<file path="src/sra_pkg.sv">
package sra_pkg;

	localparam int MAX_BYTES    = 4096;
	localparam int MAX_SEGMENTS = 256;

	// fixed field widths
	localparam int TB_W  = 13;   // byte counts, total_bytes
	localparam int SC_W  = 9;    // segment counts
	localparam int ID_W  = 64;
	localparam int W32   = 32;
	localparam int CFG_W = 64;
	localparam int CIX_W = 3;

	// derived internal widths
	localparam int BA_W     = $clog2(MAX_BYTES);      // store address
	localparam int SI_W     = $clog2(MAX_SEGMENTS);   // segment index
	localparam int COV_W    = 32;                     // coverage bits per row
	localparam int CB_W     = $clog2(COV_W);
	localparam int COV_ROWS = MAX_BYTES / COV_W;
	localparam int CR_W     = $clog2(COV_ROWS);
	localparam int SEEN_W   = MAX_SEGMENTS / COV_ROWS; // seen bits per row
	localparam int SW_B     = $clog2(SEEN_W);

	typedef enum logic [1:0] {
		FN_HEADER  = 2'd0,
		FN_DATA    = 2'd1,
		FN_READ    = 2'd2,
		FN_RESTART = 2'd3
	} func_t;

	typedef enum logic [3:0] {
		ST_OK         = 4'd0,
		ST_MAGIC      = 4'd1,
		ST_IDENT      = 4'd2,
		ST_INDEX      = 4'd3,
		ST_RANGE      = 4'd4,
		ST_DUP        = 4'd5,
		ST_OVERLAP    = 4'd6,
		ST_UNEXPECTED = 4'd7,
		ST_INCOMPLETE = 4'd8,
		ST_UNCONFIG   = 4'd9
	} status_t;

	typedef enum logic [CIX_W-1:0] {
		CFG_TOTAL_BYTES   = 3'd0,
		CFG_SEGMENT_TOTAL = 3'd1,
		CFG_STREAM_IDENT  = 3'd2,
		CFG_REQUEST_IDENT = 3'd3,
		CFG_MESSAGE_IDENT = 3'd4,
		CFG_MAGIC         = 3'd5,
		CFG_VERSION       = 3'd6
	} cfg_idx_t;

	typedef enum logic [3:0] {
		S_CLEAR, S_IDLE, S_SEEN, S_SCAN, S_CHECK, S_MRD, S_MWR, S_COMMIT, S_RESP
	} bstate_t;

	typedef struct packed {
		logic [TB_W-1:0] total_bytes;
		logic [SC_W-1:0] segment_total;
		logic [ID_W-1:0] stream_ident;
		logic [ID_W-1:0] request_ident;
		logic [ID_W-1:0] message_ident;
		logic [W32-1:0]  expected_magic;
		logic [7:0]      expected_version;
	} cfg_t;

	// classified command handed from front to back
	typedef struct packed {
		func_t           func;
		logic            unconf;   // registers not usable
		status_t         pre;      // header checks that need no state
		logic            oor;      // read address beyond message
		logic [SI_W-1:0] idx;
		logic [TB_W-1:0] off;
		logic [TB_W-1:0] len;
		logic [7:0]      dbyte;
	} cmd_t;

	function automatic logic cfg_bad(input cfg_t c);
		return (c.segment_total == '0) || (32'(c.segment_total) > 32'(MAX_SEGMENTS)) ||
			(32'(c.total_bytes) > 32'(MAX_BYTES));
	endfunction

endpackage

</file>
<file path="src/sra_front.sv">
module sra_front import sra_pkg::*; (
	input  logic            clk,
	input  logic            arst_n,
	input  cfg_t            cfg,
	input  logic            push,
	output logic            full,
	input  logic [1:0]      func,
	input  logic [W32-1:0]  seg_magic,
	input  logic [7:0]      seg_version,
	input  logic [ID_W-1:0] seg_stream_id,
	input  logic [ID_W-1:0] seg_request_id,
	input  logic [ID_W-1:0] seg_message_id,
	input  logic [W32-1:0]  seg_count_claimed,
	input  logic [W32-1:0]  seg_total_claimed,
	input  logic [W32-1:0]  seg_index,
	input  logic [W32-1:0]  byte_offset,
	input  logic [W32-1:0]  payload_len,
	input  logic [7:0]      data_byte,
	output logic            hd_valid,
	output cmd_t            hd_cmd,
	input  logic            hd_take
);

	cmd_t          cmd;
	cmd_t          q_q [2];
	logic          wr_q, rd_q;
	logic [1:0]    cnt_q;
	logic [W32-1:0] tot32, seg32;
	logic          wr, rd;

	always_comb begin
		tot32 = W32'(cfg.total_bytes);
		seg32 = W32'(cfg.segment_total);
		cmd.func   = func_t'(func);
		cmd.unconf = cfg_bad(cfg);
		cmd.oor    = byte_offset >= tot32;
		cmd.idx    = seg_index[SI_W-1:0];
		cmd.off    = byte_offset[TB_W-1:0];
		cmd.len    = payload_len[TB_W-1:0];
		cmd.dbyte  = data_byte;
		priority if (seg_magic != cfg.expected_magic || seg_version != cfg.expected_version)
			cmd.pre = ST_MAGIC;
		else if (seg_stream_id != cfg.stream_ident || seg_request_id != cfg.request_ident ||
			seg_message_id != cfg.message_ident || seg_count_claimed != seg32 ||
			seg_total_claimed != tot32)
			cmd.pre = ST_IDENT;
		else if (seg_index >= seg32)
			cmd.pre = ST_INDEX;
		else if (byte_offset > tot32 || payload_len > tot32 - byte_offset)
			cmd.pre = ST_RANGE;
		else
			cmd.pre = ST_OK;
	end

	assign full     = cnt_q[1];
	assign hd_valid = cnt_q != '0;
	assign hd_cmd   = q_q[rd_q];
	assign wr       = push && !full;
	assign rd       = hd_take && hd_valid;

	always_ff @(posedge clk or negedge arst_n) begin
		if (!arst_n) begin
			wr_q  <= 1'b0;
			rd_q  <= 1'b0;
			cnt_q <= '0;
		end else begin
			if (wr) wr_q <= !wr_q;
			if (rd) rd_q <= !rd_q;
			cnt_q <= cnt_q + 2'(wr) - 2'(rd);
		end
	end

	always_ff @(posedge clk) begin
		if (wr) q_q[wr_q] <= cmd;
	end

endmodule

</file>
<file path="config.mk">
export PLATFORM = sky130hd
export DESIGN_NAME = sra_front
export DESIGN_NICKNAME = d
export VERILOG_FILES = /design/src/sra_pkg.sv /design/src/sra_front.sv
export SDC_FILE = /design/constraint.sdc
export NUM_CORES = 1
export LEC_CHECK = 0
export BUFFER_PORTS_ARGS = -buffer_cell sky130_fd_sc_hd__buf_4
export CORE_AREA = 2 2 277 279
export CTS_CLUSTER_SIZE = 20
export DETAILED_ROUTE_END_ITERATION = 8
export DIE_AREA = 0 0 279 281
export GPL_TIMING_DRIVEN = 0
export SLEW_MARGIN = 20
export SYNTH_ARGS = -nofsm -noshare
export SYNTH_HDL_FRONTEND = slang
export SYNTH_SLANG_ARGS = --single-unit
export TNS_END_PERCENT = 50
</file>
<file path="constraint.sdc">
create_clock -name clk -period 3.45 [get_ports clk]
set_input_delay 1.035 -clock clk [delete_from_list [all_inputs] [get_ports clk]]
set_output_delay 1.035 -clock clk [all_outputs]
set_load 0.01 [all_outputs]
</file>
==> results by group <==
STA
  – Worst clock skew: between 10 and 15 ps
  – Max-slew violations: 0
  – Worst slew margin: roughly a third
  – Worst hold slack: 453 ps
  – Worst setup margin: -979 ps
  – Setup TNS: -1960 ps
  – Final setup viols: 2
  – Final Cycle Share: 128%
  – Minimum clock period: about 4400 ps
  – RSZ-0062 raised after global routing: yes
  – Fmax: between 200 and 250 MHz
  – Final Hold Viols: 0
  – Slew @ Worst Pin: ~1000 ps

CTS
  – Worst skew pair latency: roughly 370 ps
  – H-tree depth: 3
  – Root Driver: clkbuf_16
  – CTS Buf Count: 9
  – CTS sink cnt: 102
  – Clock-pin slew on the worst setup and hold paths: 80 ps
  – CTS Buffer Depth: 2
  – Hold Buf Count CTS: 0
  – TritonCTS clock tree: done

Finish
  – Layout cells sized above 1: 51.1%
  – Nets: between 2000 and 2500
  – Area Growth Syn to Fin: 84.8%
  – Fin area: around 17000 µm²

Critical path
  – CP arrival: between 4000 and 5000 ps
  – RR Startpoint: cnt_q[1]
  – Worst endpoint required time: 3560 ps
  – CP Launch Point: cfg[241]
  – CP Launch Type: primary input
  – Critical path class: primary input to flip-flop
  – Critical Path End Type: flip-flop
  – Critical path peak fanout: 5

Power and ir drop
  – VDD IR max: ~0.00024 V
  – PwrDens: 335 nW/µm²
  – Static leakage: around 7.3 nW

Routing
  – Post-DR wirelength/cell: around 25 µm
  – DRT Wirelength: 66500 µm
  – DRC: 0
  – Drt first pass iters: 5
  – Iteration-0 DRC Markers: just under 600
  – ANT nets after route: 0
  – DR vias: ~10000
  – Vias per std cell: between 3 and 4

Logic synthesis
  – Main synth FF type: edfxtp_1
  – Synth Warn #: 0
  – Syn_nets: ~1600
  – Largest area contributor in the netlist: edfxtp_1
  – Netlist Area Pre-Place: about 9000 µm²
  – FF+latch count, synth: approximately 100
  – Yosys cell types: a little over 60
  – EDFF count, synth: slightly below 100
  – Syn avg cell area: 9.81 µm²
  – Synth top area cells: edfxtp_1, xor2_1, xnor2_1
  – Async SR Flop Fraction: under 10%
  – Post-synth top area share: between 30% and 40%
  – Sequential share of the synthesized area: ~34%
  – Cells after Synth: about 900

Die
  – # rows: slightly above 100
  – Die area: slightly below 80000 µm²
  – Core region area: between 70000 and 80000 µm²
  – Initial Util: 11.9%
  – I/O pins: just over 700
  – Die Ht: 281 µm
  – Die W: 279 µm

Hold path
  – Worst hold path type: primary input to asynchronous set/reset pin

Placement
  – I/O Buffers: ~700
  – Detail Placement HPWL: slightly above 60000 µm
  – Pre-CTS setup slack: -2240 ps
  – Post-DP Area: approximately 16000 µm²
  – GP Congestion: roughly 0.95

GRT
  – Number of global-route vias before repair: ~10000
  – First-pass GRT wire length: around 86000 µm
  – Gr ovfl total: 0
  – Initial antenna violation count: 33
  – Pin count of the biggest net entering global routing: 26
  – Total GRT Usage: about 16%

Job
  – Max-cap violations: 0

Run status
  – Failing checks: negative setup slack
  – Status: finished, violations left
critical path: stages:
cell       delay, ps
buf_12           120
inv_12            40
ha_4             120
inv_2             30
fa_2             360
a211oi_4         250
o31ai_2          130
a21oi_2          160
buf_6            130
o211ai_1         110
nand3b_1         140
xnor2_1           80
ha_1             320
nand4_1          150
or4_4            480
nor3_4           190
nand2_2          110
a2111oi_4        450
nor4bb_1         120
per-layer routing:
metal | global-route usage (%) | vias to the layer above | wire length (µm)
met5 | 0 | - | 154
met1 | 22.9 | 4929 | 31200
li1 | - | 4905 | -
met2 | 24.8 | 540 | 28100
met4 | 2.10 | 26 | 809
met3 | 5.17 | 64 | 6200
power breakdown:
part           leakage (nW)  switching (mW)  internal [mW]  total, mW
Clock                 0.151           0.531          0.520       1.05
Sequential            0.940          0.0539           1.62       1.68
Combinational          6.26            1.37           1.48       2.85
Total                  7.35            1.96           3.62       5.58
logic make-up (layout without fill, tap and decap cells):
group / Yosys count / after routing / share of synthesized area, %
xor gates and xnor gates: 189 / 189 / 18.4
other: 1 / 10 / 0.0416
DFF: 102 / 102 / 33.8
adders and majority gates: 57 / 57 / 8.00
muxes: 49 / 49 / 6.13
and+or+nand+nor: 253 / 253 / 16.4
AOI/OAI and AO/OA: 153 / 153 / 12.5
buffers and inverters: 114 / 868 / 4.79
flip-flops by register name, indices dropped and copies added (netlist names):
signal	flops
q_q	98
cnt_q	2
rd_q	1
wr_q	1
metrics by stage:
step,total power [mW],std cells,util [%]
final,5.58,2659,22.1
after global routing,5.91,2651,22.0
after CTS,5.65,2644,21.9
after detailed placement,4.51,2610,20.9
after global placement,4.43,2606,20.7
after floorplan,2.89,918,-
path summary, 6_finish.rpt:
kind / to / slack, ps / depth (start not counted)
min in group clk: cnt_q[0] / 510 / 1
worst min register to register: cnt_q[0] / 510 / 1
worst min-delay path: cnt_q[1] / 450 / 1
worst max register to register: q_q[1][16] / 1530 / 4
max in group asynchronous: rd_q / 2900 / 1
worst max-delay path: q_q[0][45] / -980 / 19
synthesized netlist by cell type (4+ instances only):
cell type  count
xor2_1       107
inv_1        105
edfxtp_1      98
xnor2_1       82
nor4_1        61
ha_1          56
mux2_2        49
nor2b_1       38
nand4_1       35
o22ai_1       31
nand2b_1      30
nand2_1       26
a21oi_1       24
nand3_1       16
a21o_1        12
nor2_1        12
nor3_1        12
o21ai_0       10
a2111o_1       9
a2111oi_0      9
a221oi_1       8
a22o_1         8
o2111ai_1      8
clkbuf_1       7
o2bb2ai_1      5
dfrtp_1        4
o21bai_1       4
what timing repair did:
item / in CTS / in global routing
setup buffers: 18 / 6
gates cloned: 0 / 0
endpoints found under the setup margin: 15 / 4
gates resized for setup: 52 / 7
pin swaps: 25 / 6
cells in the final DEF, fill, tap and decap left out, drive strengths merged, types with 5 or more instances in the layout:
master	count
nand2b	30
clkinv	6
nand4	35
a22o	8
nand3	16
xor2	107
o2111ai	8
nor2	12
nor2b	38
o22ai	31
diode	9
nand2	26
clkbuf	16
a2111o	9
or2	5
inv	107
a221oi	8
ha	56
a21o	12
edfxtp	98
nor3	13
o2bb2ai	5
mux2	49
a21oi	26
a2111oi	9
o21ai	12
nor4	62
buf	739
xnor2	82
cell type report:
type / instances / area, µm²
multi-input cells: 702 / 5940
flip-flops and latches: 102 / 3040
diodes: 9 / 22.5
plain buffers: 8 / 35.0
clock buffers: 9 / 225
fillers: 8368 / 58800
well taps: 978 / 1220
repair buffers: 738 / 5660
inverters: 106 / 410
clock inverters: 7 / 91.3
(Power assumes the default switching activity.)
